**src/rtl/v2r_pkg.sv**
```systemverilog
// ----------------------------------------------------------------------------
// v2r_pkg: shared types and constants for the v210 group to RGB converter
// Holds the pixel type, group geometry and the fixed-point coefficient math.
// ----------------------------------------------------------------------------
package v2r_pkg;

  // Default number of fraction bits of the conversion coefficients.
  localparam int COEF_FRAC_BITS_DEF = 16;

  // One v210 group carries six luma samples and three chroma pairs.
  localparam int PIX_PER_GROUP = 6;
  localparam int LANES         = 3;
  localparam int PIX_IDX_W     = $clog2(PIX_PER_GROUP);

  typedef struct packed {
    logic [7:0] red;
    logic [7:0] green;
    logic [7:0] blue;
  } rgb_t;

  typedef struct packed {
    logic busy;
    logic done;
  } ser_status_t;

  // Coefficients rounded to nearest from their decimal values.
  function automatic longint coef_rv(input int frac_bits);
    return ((longint'(1402) << frac_bits) + 500) / 1000;
  endfunction

  function automatic longint coef_gu(input int frac_bits);
    return ((longint'(34414) << frac_bits) + 50000) / 100000;
  endfunction

  function automatic longint coef_gv(input int frac_bits);
    return ((longint'(71414) << frac_bits) + 50000) / 100000;
  endfunction

  function automatic longint coef_bu(input int frac_bits);
    return ((longint'(1772) << frac_bits) + 500) / 1000;
  endfunction

endpackage

```
**src/rtl/v2r_if.sv**
```systemverilog
// ----------------------------------------------------------------------------
// v2r interfaces: valid/ready channels of the v210 group to RGB converter
// The group channel carries four v210 words; the pixel channel one RGB pixel.
// ----------------------------------------------------------------------------
interface v2r_group_if;
  logic        valid;
  logic        ready;
  logic [31:0] word_a;
  logic [31:0] word_b;
  logic [31:0] word_c;
  logic [31:0] word_d;

  modport source (output valid, output word_a, output word_b, output word_c,
                  output word_d, input ready);
  modport sink (input valid, input word_a, input word_b, input word_c,
                input word_d, output ready);
endinterface

interface v2r_pixel_if;
  logic       valid;
  logic       ready;
  logic [7:0] red;
  logic [7:0] green;
  logic [7:0] blue;
  logic       last;

  modport source (output valid, output red, output green, output blue,
                  output last, input ready);
  modport sink (input valid, input red, input green, input blue,
                input last, output ready);
endinterface

```
**src/rtl/v2r_lane.sv**
```systemverilog
// ----------------------------------------------------------------------------
// v2r_lane: color conversion lane for one chroma pair and its two luma samples
// Registers the chroma products, then forms, floors and clamps both pixels.
// ----------------------------------------------------------------------------
module v2r_lane import v2r_pkg::*; #(
  parameter int COEF_FRAC_BITS = COEF_FRAC_BITS_DEF
) (
  input  logic       clk,
  input  logic       prod_en,
  input  logic       pix_en,
  input  logic [7:0] y_even,
  input  logic [7:0] y_odd,
  input  logic [7:0] u,
  input  logic [7:0] v,
  output rgb_t       pix_even,
  output rgb_t       pix_odd
);

  localparam int COEF_W = COEF_FRAC_BITS + 2;
  localparam int PROD_W = COEF_W + 8;
  localparam int ACC_W  = COEF_FRAC_BITS + 12;

  localparam logic signed [COEF_W-1:0] K_RV = COEF_W'(coef_rv(COEF_FRAC_BITS));
  localparam logic signed [COEF_W-1:0] K_GU = COEF_W'(coef_gu(COEF_FRAC_BITS));
  localparam logic signed [COEF_W-1:0] K_GV = COEF_W'(coef_gv(COEF_FRAC_BITS));
  localparam logic signed [COEF_W-1:0] K_BU = COEF_W'(coef_bu(COEF_FRAC_BITS));

  // Chroma offset by 128 is the sample with its top bit inverted, read signed.
  logic signed [7:0] d;
  logic signed [7:0] e;

  logic signed [PROD_W-1:0] prod_rv;
  logic signed [PROD_W-1:0] prod_gu;
  logic signed [PROD_W-1:0] prod_gv;
  logic signed [PROD_W-1:0] prod_bu;
  logic [7:0]               y_even_q;
  logic [7:0]               y_odd_q;

  logic signed [ACC_W-1:0] term_r;
  logic signed [ACC_W-1:0] term_g;
  logic signed [ACC_W-1:0] term_b;
  logic signed [ACC_W-1:0] base_even;
  logic signed [ACC_W-1:0] base_odd;
  rgb_t                    pix_even_next;
  rgb_t                    pix_odd_next;

  function automatic logic [7:0] to_byte(input logic signed [ACC_W-1:0] acc);
    logic [7:0] res;
    if (acc[ACC_W-1]) begin
      res = 8'd0;
    end else if (|acc[ACC_W-2:COEF_FRAC_BITS+8]) begin
      res = 8'hFF;
    end else begin
      res = acc[COEF_FRAC_BITS+7:COEF_FRAC_BITS];
    end
    return res;
  endfunction

  assign d = {~u[7], u[6:0]};
  assign e = {~v[7], v[6:0]};

  always_ff @(posedge clk) begin
    if (prod_en) begin
      prod_rv  <= PROD_W'(K_RV) * PROD_W'(e);
      prod_gu  <= PROD_W'(K_GU) * PROD_W'(d);
      prod_gv  <= PROD_W'(K_GV) * PROD_W'(e);
      prod_bu  <= PROD_W'(K_BU) * PROD_W'(d);
      y_even_q <= y_even;
      y_odd_q  <= y_odd;
    end
  end

  always_comb begin
    term_r    = ACC_W'(prod_rv);
    term_g    = -ACC_W'(prod_gu) - ACC_W'(prod_gv);
    term_b    = ACC_W'(prod_bu);
    base_even = $signed(ACC_W'({y_even_q, {COEF_FRAC_BITS{1'b0}}}));
    base_odd  = $signed(ACC_W'({y_odd_q, {COEF_FRAC_BITS{1'b0}}}));

    pix_even_next.red   = to_byte(base_even + term_r);
    pix_even_next.green = to_byte(base_even + term_g);
    pix_even_next.blue  = to_byte(base_even + term_b);
    pix_odd_next.red    = to_byte(base_odd + term_r);
    pix_odd_next.green  = to_byte(base_odd + term_g);
    pix_odd_next.blue   = to_byte(base_odd + term_b);
  end

  always_ff @(posedge clk) begin
    if (pix_en) begin
      pix_even <= pix_even_next;
      pix_odd  <= pix_odd_next;
    end
  end

endmodule

```
**src/rtl/v2r_serializer.sv**
```systemverilog
// ----------------------------------------------------------------------------
// v2r_serializer: merges the lane results into a stream of pixels
// Holds the six pixels of one group and sends them one per transaction.
// ----------------------------------------------------------------------------
module v2r_serializer import v2r_pkg::*; (
  input  logic                         clk,
  input  logic                         rst,
  input  logic                         load,
  input  rgb_t [PIX_PER_GROUP-1:0]     pixels,
  output ser_status_t                  status,
  v2r_pixel_if.source                  pixel
);

  localparam logic [PIX_IDX_W-1:0] LAST_IDX = PIX_IDX_W'(PIX_PER_GROUP - 1);

  logic                        busy;
  logic [PIX_IDX_W-1:0]        cnt;
  rgb_t [PIX_PER_GROUP-1:0]    pix_buf;
  rgb_t                        sel_pix;

  assign status.busy = busy;
  assign status.done = busy && pixel.ready && (cnt == LAST_IDX);

  always_ff @(posedge clk) begin
    if (rst) begin
      busy <= 1'b0;
      cnt  <= '0;
    end else if (load) begin
      busy <= 1'b1;
      cnt  <= '0;
    end else if (busy && pixel.ready) begin
      if (cnt == LAST_IDX) begin
        busy <= 1'b0;
        cnt  <= '0;
      end else begin
        cnt <= cnt + 1'b1;
      end
    end
  end

  always_ff @(posedge clk) begin
    if (load) begin
      pix_buf <= pixels;
    end
  end

  assign sel_pix     = pix_buf[cnt];
  assign pixel.valid = busy;
  assign pixel.red   = sel_pix.red;
  assign pixel.green = sel_pix.green;
  assign pixel.blue  = sel_pix.blue;
  assign pixel.last  = (cnt == LAST_IDX);

`ifndef SYNTH
  // A group in progress keeps presenting pixels until its last one is taken.
  a_no_drop: assert property (@(posedge clk) disable iff (rst)
    pixel.valid && pixel.ready && !pixel.last |=> pixel.valid)
    else $error("group ended before its last pixel");

  // A new group is only loaded once the previous one is fully sent.
  a_load_free: assert property (@(posedge clk) disable iff (rst)
    load |-> !busy || (pixel.ready && pixel.last))
    else $error("group loaded over one still being sent");

  // A stalled pixel keeps its place in the group.
  a_hold_cnt: assert property (@(posedge clk) disable iff (rst)
    busy && !pixel.ready |=> $stable(cnt) && busy)
    else $error("pixel index moved during a stall");
`endif

endmodule

```
**src/rtl/v210_group_to_rgb_top.sv**
```systemverilog
// ----------------------------------------------------------------------------
// v210_group_to_rgb_top: v210 group to full-range BT.601 RGB converter
// Unpacks one v210 group and streams out its six RGB pixels.
// ----------------------------------------------------------------------------
// Usage: the grp channel takes one v210 group (four 32-bit words, bits 31:30
// ignored) per transaction; the pixel channel gives six RGB pixels per group,
// in luma order, with last set on the sixth. Samples are cut to 8 bits and
// converted with Q-format coefficients, floored and clamped to 0..255.
// Three lanes, one per chroma pair, each convert two pixels. A lane has two
// register stages: the chroma products, then the clamped pixels. A group
// accepted on grp passes the product registers, the pixel registers and the
// serializer buffer, in that order, before its first pixel is presented.
// The output port moves one pixel per cycle while the receiver is ready; the
// next group is taken and converted while the current one is still being sent,
// and waits in the lane registers.
// When the receiver stalls, the current pixel holds, the lane stages fill up
// and grp.ready falls. Reset empties all stages and drops any pending group.
// ----------------------------------------------------------------------------
module v210_group_to_rgb_top import v2r_pkg::*; #(
  parameter int COEF_FRAC_BITS = COEF_FRAC_BITS_DEF
) (
  input logic         clk,
  input logic         rst,
  v2r_group_if.sink   grp,
  v2r_pixel_if.source pixel
);

  // Stage occupancy: products held in the lanes, and converted pixels held.
  logic        prod_valid;
  logic        pix_valid;
  logic        prod_en;
  logic        pix_en;
  logic        pix_load;
  ser_status_t ser_status;

  logic [7:0] y_samp  [PIX_PER_GROUP];
  logic [7:0] cb_samp [LANES];
  logic [7:0] cr_samp [LANES];

  rgb_t [PIX_PER_GROUP-1:0] lane_pix;

  // The serializer takes a new group when empty or as its last pixel leaves.
  assign pix_load  = pix_valid && (!ser_status.busy || ser_status.done);
  assign pix_en    = prod_valid && (!pix_valid || pix_load);
  assign grp.ready = !prod_valid || pix_en;
  assign prod_en   = grp.valid && grp.ready;

  always_ff @(posedge clk) begin
    if (rst) begin
      prod_valid <= 1'b0;
      pix_valid  <= 1'b0;
    end else begin
      if (prod_en) begin
        prod_valid <= 1'b1;
      end else if (pix_en) begin
        prod_valid <= 1'b0;
      end
      if (pix_en) begin
        pix_valid <= 1'b1;
      end else if (pix_load) begin
        pix_valid <= 1'b0;
      end
    end
  end

  // Each sample keeps its top eight of ten bits.
  always_comb begin
    cb_samp[0] = grp.word_a[9:2];
    y_samp[0]  = grp.word_a[19:12];
    cr_samp[0] = grp.word_a[29:22];
    y_samp[1]  = grp.word_b[9:2];
    cb_samp[1] = grp.word_b[19:12];
    y_samp[2]  = grp.word_b[29:22];
    cr_samp[1] = grp.word_c[9:2];
    y_samp[3]  = grp.word_c[19:12];
    cb_samp[2] = grp.word_c[29:22];
    y_samp[4]  = grp.word_d[9:2];
    cr_samp[2] = grp.word_d[19:12];
    y_samp[5]  = grp.word_d[29:22];
  end

  for (genvar i = 0; i < LANES; i++) begin : g_lane
    v2r_lane #(
      .COEF_FRAC_BITS(COEF_FRAC_BITS)
    ) u_lane (
      .clk     (clk),
      .prod_en (prod_en),
      .pix_en  (pix_en),
      .y_even  (y_samp[2*i]),
      .y_odd   (y_samp[2*i+1]),
      .u       (cb_samp[i]),
      .v       (cr_samp[i]),
      .pix_even(lane_pix[2*i]),
      .pix_odd (lane_pix[2*i+1])
    );
  end

  v2r_serializer u_ser (
    .clk   (clk),
    .rst   (rst),
    .load  (pix_load),
    .pixels(lane_pix),
    .status(ser_status),
    .pixel (pixel)
  );

`ifndef SYNTH
  // An accepted group always occupies the product stage on the next cycle.
  a_grp_held: assert property (@(posedge clk) disable iff (rst)
    grp.valid && grp.ready |=> prod_valid)
    else $error("accepted group lost before the product stage");

  // Converted pixels only move on into a free or finishing serializer.
  a_pix_move: assert property (@(posedge clk) disable iff (rst)
    pix_valid && ser_status.busy && !ser_status.done |=> pix_valid)
    else $error("converted group dropped while serializer busy");

  // The product stage never advances into a full, stuck pixel stage.
  a_prod_hold: assert property (@(posedge clk) disable iff (rst)
    prod_valid && pix_valid && !pix_load |-> !grp.ready)
    else $error("group accepted while pipeline is blocked");
`endif

endmodule
```
**src/flat_wrapper.sv**
```systemverilog
// flat-port wrapper written by rule: the top's interface ports become plain ports
module v210_group_to_rgb_top_flat import v2r_pkg::*;
#(
  parameter int COEF_FRAC_BITS = COEF_FRAC_BITS_DEF
)
  (clk, rst, grp_valid, grp_word_a, grp_word_b, grp_word_c, grp_word_d, grp_ready, pixel_valid, pixel_red, pixel_green, pixel_blue, pixel_last, pixel_ready);
  v2r_group_if grp_i ();
  v2r_pixel_if pixel_i ();
  input logic clk;
  input logic rst;
  input wire logic [$bits(grp_i.valid)-1:0] grp_valid;
  input wire logic [$bits(grp_i.word_a)-1:0] grp_word_a;
  input wire logic [$bits(grp_i.word_b)-1:0] grp_word_b;
  input wire logic [$bits(grp_i.word_c)-1:0] grp_word_c;
  input wire logic [$bits(grp_i.word_d)-1:0] grp_word_d;
  output wire logic [$bits(grp_i.ready)-1:0] grp_ready;
  output wire logic [$bits(pixel_i.valid)-1:0] pixel_valid;
  output wire logic [$bits(pixel_i.red)-1:0] pixel_red;
  output wire logic [$bits(pixel_i.green)-1:0] pixel_green;
  output wire logic [$bits(pixel_i.blue)-1:0] pixel_blue;
  output wire logic [$bits(pixel_i.last)-1:0] pixel_last;
  input wire logic [$bits(pixel_i.ready)-1:0] pixel_ready;
  assign grp_i.valid = grp_valid;
  assign grp_i.word_a = grp_word_a;
  assign grp_i.word_b = grp_word_b;
  assign grp_i.word_c = grp_word_c;
  assign grp_i.word_d = grp_word_d;
  assign grp_ready = grp_i.ready;
  assign pixel_valid = pixel_i.valid;
  assign pixel_red = pixel_i.red;
  assign pixel_green = pixel_i.green;
  assign pixel_blue = pixel_i.blue;
  assign pixel_last = pixel_i.last;
  assign pixel_i.ready = pixel_ready;
  v210_group_to_rgb_top #(.COEF_FRAC_BITS(COEF_FRAC_BITS)) u_core (.clk(clk), .rst(rst), .grp(grp_i), .pixel(pixel_i));
endmodule
```
**config.mk**
```make
export PLATFORM = sky130hd
export DESIGN_NAME = v210_group_to_rgb_top_flat
export DESIGN_NICKNAME = d
export VERILOG_FILES = /design/src/rtl/v2r_pkg.sv /design/src/rtl/v2r_if.sv /design/src/rtl/v2r_lane.sv /design/src/rtl/v2r_serializer.sv /design/src/rtl/v210_group_to_rgb_top.sv /design/src/flat_wrapper.sv
export SDC_FILE = /design/constraint.sdc
export NUM_CORES = 2
export LEC_CHECK = 0
export BUFFER_PORTS_ARGS = -buffer_cell sky130_fd_sc_hd__buf_2
export CAP_MARGIN = 5
export CORE_MARGIN = 2
export CORE_UTILIZATION = 49
export CTS_CLUSTER_DIAMETER = 120
export DETAILED_ROUTE_END_ITERATION = 16
export GPL_ROUTABILITY_DRIVEN = 0
export GPL_TIMING_DRIVEN = 0
export HOLD_SLACK_MARGIN = 0.03
export PLACE_DENSITY = 0.7
export SKIP_CTS_REPAIR_TIMING = 1
export SLEW_MARGIN = 25
export SYNTH_ARGS = -nofsm -noshare
export SYNTH_HDL_FRONTEND = slang
export SYNTH_HIERARCHICAL = 1
export SYNTH_SLANG_ARGS = --single-unit
```
**constraint.sdc**
```tcl
create_clock -name clk -period 14 [get_ports clk]
set_clock_uncertainty 0.1 [all_clocks]
set_input_delay 0.7 -clock clk [delete_from_list [all_inputs] [get_ports clk]]
set_output_delay 0.7 -clock clk [all_outputs]
set_load 0.03 [all_outputs]
```
# Yosys cells after proc, flatten, opt, wreduce, memory -nomap -nowiden

Index checks and enable logic that the tools add are counted.

Input bits: 132
Register bits: 636

Magnitude comparators: 1
Multipliers: 12
Add/subtract/negate cells: 25
Eq/ne operators: 1
Muxes and demuxes: 28
Bitwise operators: 6
Reductions and logical operators: 35

Operator list:

| cell                  | number |
|---|---|
| $add 25x26->27        | 12 |
| $add 25x28->28        | 6 |
| $mux 8                | 18 |
| $neg 24->28           | 3 |
| $sub 28x25->28        | 3 |
| $mul 18x8->26 const A | 3 |
| $mul 17x8->25 const A | 3 |
| $bmux 24 s3           | 1 |
| $mul 16x8->24 const A | 3 |
| $mul 15x8->23 const A | 3 |
| $reduce_or 3->1       | 18 |
| $mux 24               | 1 |
| $reduce_bool 2->1     | 4 |
| $mux 1                | 7 |
| $not 1->1             | 6 |
| $logic_and 1x1->1     | 5 |
| $lt 3x4->1 const B    | 1 |
| $add 3x1->3 const B   | 1 |
| $eq 3x3->1 const B    | 1 |
| $logic_not 1->1       | 3 |
| $logic_or 1x1->1      | 3 |
| $mux 3                | 1 |
| $reduce_and 2->1      | 1 |
| $reduce_or 2->1       | 1 |

# Logic depth before layout (Yosys ltp)

Word-level depth: 9
Mapped depth: 22
Gate-level depth less buffers: 22

# By module

The synthesis kept the hierarchy.

By module, submodules not included:

| module                              | cells an instance | area each (sq um) | sequential area each (sq um) | times used |
|---|---|---|---|---|
| v2r_lane at u_core.g_lane[1].u_lane | 1464              | 14844.2           | 3933.8                       | 1 |
| v2r_lane at u_core.g_lane[2].u_lane | 1447              | 14677.8           | 3933.8                       | 1 |
| v2r_lane at u_core.g_lane[0].u_lane | 1445              | 14625.3           | 3933.8                       | 1 |
| v2r_serializer                      | 305               | 5685.5            | 4404.2                       | 1 |
| v210_group_to_rgb_top               | 12                | 120.1             | 40.0                         | 1 |

# Least setup slack after synthesis

Ideal clock, no wire load.

Path type: reg2reg
From: register u_core.u_ser.cnt[1]
To: register u_core.u_ser.cnt[0]
Setup time: 0.605 ns
Clock period less this slack: 12.674 ns
Path slack: 1.326 ns
Required time: 13.295 ns
Arrival time: 11.969 ns
Cell stages (with the launch flop): 9
Path through: dfxtp_1 > buf_2 > nand2b_1 > buf_2 > buf_2 > nor2_1 > inv_1 > a21boi_0 > nor3_1

RTL lines:

| element                | RTL line             | source |
|---|---|---|
| from (decl)            | v2r_serializer.sv:17 | `logic [PIX_IDX_W-1:0] cnt;` |
| from (signal assigned) | v2r_serializer.sv:36 | `cnt <= cnt + 1'b1;` |

# Worst setup path after layout

From: register u_core.g_lane[2].u_lane.prod_gu[10]
To: register u_core/g_lane[2].u_lane/pix_odd[8] in the netlist's numbering, data pin

Cells in the longest elaborated chain, start to end: 5

Ends and longest elaborated chain:

| element                | RTL line       | source |
|---|---|---|
| from (decl)            | v2r_lane.sv:33 | `logic signed [PROD_W-1:0] prod_gu;` |
| from (signal assigned) | v2r_lane.sv:65 | `prod_gu <= PROD_W'(K_GU) * PROD_W'(d);` |
| $neg 24->28 (*)        | v2r_lane.sv:75 | `term_g = -ACC_W'(prod_gu) - ACC_W'(prod_gv);` |
| $sub 28x25->28 (*)     | v2r_lane.sv:75 |  |
| $add 25x28->28 (*)     | v2r_lane.sv:84 | `pix_odd_next.green = to_byte(base_odd + term_g);` |
| $reduce_or 3->1        | v2r_lane.sv:51 | `end else if (\|acc[ACC_W-2:COEF_FRAC_BITS+8]) begin` |
| $mux 8                 | v2r_lane.sv:51 |  |
| to (signal assigned)   | v2r_lane.sv:91 | `pix_odd <= pix_odd_next;` |
| to (decl)              | v2r_lane.sv:16 | `output rgb_t pix_odd` |

Mark *: on every way between the ends. The rest lies on a longest branch, timed or not.
A chain may end at the register's enable or synchronous reset.

==> run_results.csv <==
group,metric,value,unit
timing,finalMaxSlewViolations,0,
floorplan,fp-row-count,117,
floorplan,io_pins,159,
drt,via_per_inst,5.47,
drt,drt-initial-drc-count,2389,
drt,first_pass_iters,6,
synth,synth-seq-cells,543,
job,drv_cap,0,
synth,ys_warn_count,6,
timing,tightest_slew,0.967,ns
clocking,cts_made_buffers,66,
critical_path,cp.arrival,6.30,ns
critical_path,path_cells,"inv_1, ha_1, ha_1, a21o_1, a221o_1, or3_1, o21a_1, a31o_2, a2111oi_0, nor3_1, o31a_1, ha_1, or3_1, o21ai_0, a21oi_1, a2111oi_0, o21ai_0, a31o_2, o221ai_2, a21oi_1",
clocking,cts_tree,"built",
pwr,ir_worst_vdd,0.154,mV
clocking,clock_latency,0.63,ns
critical_path,cpPeakStageDelay,0.56,ns
synth,syn-cell-area,50000,sq um
floorplan,core_area,101000,sq um
critical_path,endpoint_kind,"flop",
critical_path,crit_buf_inv,1,
floorplan,dieArea,105000,sq um
critical_path,required,14.21,ns
drt,finalWirelength,109000,um
synth,post_synth_num_cell_types,108,
layout,fillers,8666,
grt,gr-total-overflow,0,
floorplan,die_y,323,um
floorplan,die_w,323,um
critical_path,path_delay_family,"compound AO/OA/AOI/OAI gates",
placed_design,port_buffers,126,
drt,drc,0,
timing,fin_crit,6.09,ns
status,outcome,"finished clean",
critical_path,path_class,"reg -> reg",
grt,grt_pass1_vias,34013,
synth,synth_edf_count,537,
clocking,clk_path_buf_depth,3,
floorplan,initial_utilization,49.2,%
clocking,htree_num_levels,3,
timing,fin_tns_setup,0,ns
placed_design,placedCellCount,6182,
hold_path,worstHoldStart,"grp_word_c[19]",
layout,nets,6172,
critical_path,critPathMostFrequentCell,"ha_1",
layout,stdcell_count,6301,
clocking,clkSlewWorstSetupHoldPaths,0.06,ns
placed_design,dpl.hpwl,89100,um
drt,postRouteAntennaNets,0,
critical_path,crit_path_start_kind,"flop",
critical_path,cp-startpoint,"u_core/g_lane[2].u_lane/prod_gu[10]",
drt,drt-wirelength-per-cell,17.3,um
synth,synth-main-ff-cell,"edfxtp_1",
critical_path,slowest_stage,"a2111oi_0",
layout,syn2layout_area_growth,10.0,%
timing,hold_violations,0,
hold_path,hp-class,"in -> reg",
synth,postSynthCellCount,4673,
pwr,p_per_area,220,nW/um^2
synth,yosysSeqAreaShare,32.5,%
grt,grt_pass1_wl,176000,um
timing,fin_crit_sh,43.5,%
pwr,power.leakage,25.6,nW
clocking,root_buffer,"clkbuf_16",
synth,async_flop_share,0,%
critical_path,cp_max_fo,8,
drt,num_vias,34458,
timing,worst_hold_slack,0.153,ns
grt,grt_max_degree,57,
grt,antenna_found_initial,6,
layout,drive_gt1_share,6.98,%
synth,postSynthAreaPerCell,10.7,sq um
grt,track_usage,21.1,%
timing,fmax,0.164,GHz
timing,rsz0062_at_grt,"no",
timing,maxSlewHeadroom,35.0,%
timing,setup_viol,0,
synth,syn-num-nets,5963,
critical_path,r2r_start,"u_core/g_lane[2].u_lane/prod_gu[10]",
clocking,cts.sinks,543,
cell usage after synthesis, drive strengths merged, types with 11 or more instances:
library cell,number,area share [%]
nor2,239,1.8
ha,855,21
edfxtp,537,32
nand3,41,0.44
and2,21,0.27
xnor2,161,2.8
or2,29,0.36
a21boi,29,0.44
o22ai,31,0.39
nor4,21,0.34
o221ai,28,0.50
o21a,47,0.71
clkbuf,28,0.21
o21ai,166,1.7
a2111oi,14,0.29
o31ai,17,0.27
fa,303,12
and4,11,0.19
inv,833,6.3
or3,24,0.30
a21oi,256,2.6
mux2i,55,1.1
nand2,154,1.2
nor3,89,0.89
mux2,24,0.54
o211ai,30,0.47
a221oi,12,0.21
o21bai,17,0.26
nand2b,37,0.46
a31o,11,0.19
buf,21,0.25
nor2b,47,0.59
a21o,128,1.9
a211o,14,0.25
and3,36,0.45
a31oi,27,0.41
a311oi,18,0.32
a211oi,56,0.91
xor2,77,1.4
registers in the layout, indices dropped and copies added (netlist names):
signal                         flops
u_core/u_ser/cnt                   3
u_core/g_lane.u_lane/y_even_q     24
u_core/g_lane.u_lane/prod_rv      51
u_core/pix_valid                   1
u_core/g_lane.u_lane/prod_bu      36
u_core/g_lane.u_lane/pix_even     72
u_core/g_lane.u_lane/prod_gu      63
u_core/u_ser/pix_buf             144
u_core/prod_valid                  1
u_core/g_lane.u_lane/y_odd_q      24
u_core/g_lane.u_lane/prod_gv      51
u_core/u_ser/pixel.valid           1
u_core/g_lane.u_lane/pix_odd      72
kinds of logic (layout without fill, tap and decap cells):
family,after synthesis,count (layout),synth area share (%)
flip-flops,543,543,32.5
AND/OR/NAND/NOR,797,797,8.09
other,0,2,0
XOR/XNOR,238,238,4.19
adder cells (fa/ha/maj),1158,1158,33.6
multiplexers,79,79,1.67
AO/OA/AOI/OAI,974,974,13.2
buffers and inverters,884,1142,6.74
final timing paths:
path	endpoint	slack, ns	cells after the start
max reg2reg	u_core/g_lane[2].u_lane/pix_odd[8]	7.91	20
max	u_core/g_lane[2].u_lane/pix_odd[8]	7.91	20
min	u_core/g_lane[1].u_lane/y_odd_q[7]	0.15	1
min reg2reg	u_core/u_ser/pix_buf[138]	0.31	0
placed cells by master, fill, tap and decap left out, types with 40 or more instances in the layout:
cell type  instances
nand2_1          154
o21ai_0          157
inv_1            832
o21a_1            47
fa_1             303
clkbuf_16         67
ha_1             855
nand3_1           40
xnor2_1          160
mux2i_1           54
clkbuf_1          42
buf_2            140
nor3_1            89
edfxtp_1         537
nor2b_1           47
a21oi_1          253
a21o_1           128
nor2_1           237
xor2_1            77
a211oi_1          52
routing by layer:
layer | wire, um | GRT usage, %
met1 | 50700 | 29.4
met2 | 50200 | 34.7
met3 | 5290 | 2.40
met4 | 3010 | 6.36
met5 | 0 | 0
final cells by class:
type	instances	area [sq um]	area share, %
Clock inverter	35	508	0.924
Timing Repair Buffer	141	1020	1.86
Clock buffer	82	1730	3.15
Tap cell	1368	1710	3.11
Sequential cell	543	16200	29.6
Antenna cell	2	5.00	0.00911
Buffer	49	233	0.423
Multi-Input combinational cell	3246	30400	55.2
Inverter	835	3130	5.70
power breakdown:
part | leakage [nW] | internal (mW) | switching [mW] | total (mW)
Sequential | 5.16 | 2.46 | 0.174 | 2.63
Clock | 1.07 | 1.05 | 0.703 | 1.75
Combinational | 19.4 | 3.23 | 4.47 | 7.71
Total | 25.6 | 6.74 | 5.35 | 12.1
per-stage QoR:
step | cell area [sq um] | worst slack [ns] | total power [mW] | utilization, %
global placement | 52300 | -3.51 | 10.0 | 51.5
detailed placement | 52700 | 7.92 | 10.2 | 51.9
finish | 55000 | 7.91 | 12.1 | 54.2
global route | 55000 | 7.42 | 13.2 | 54.2
CTS | 54900 | 7.96 | 12.1 | 54.2
floorplan | 50000 | 1.33 | 8.47 | -
No activity file was read; power rests on OpenSTA's default activity.
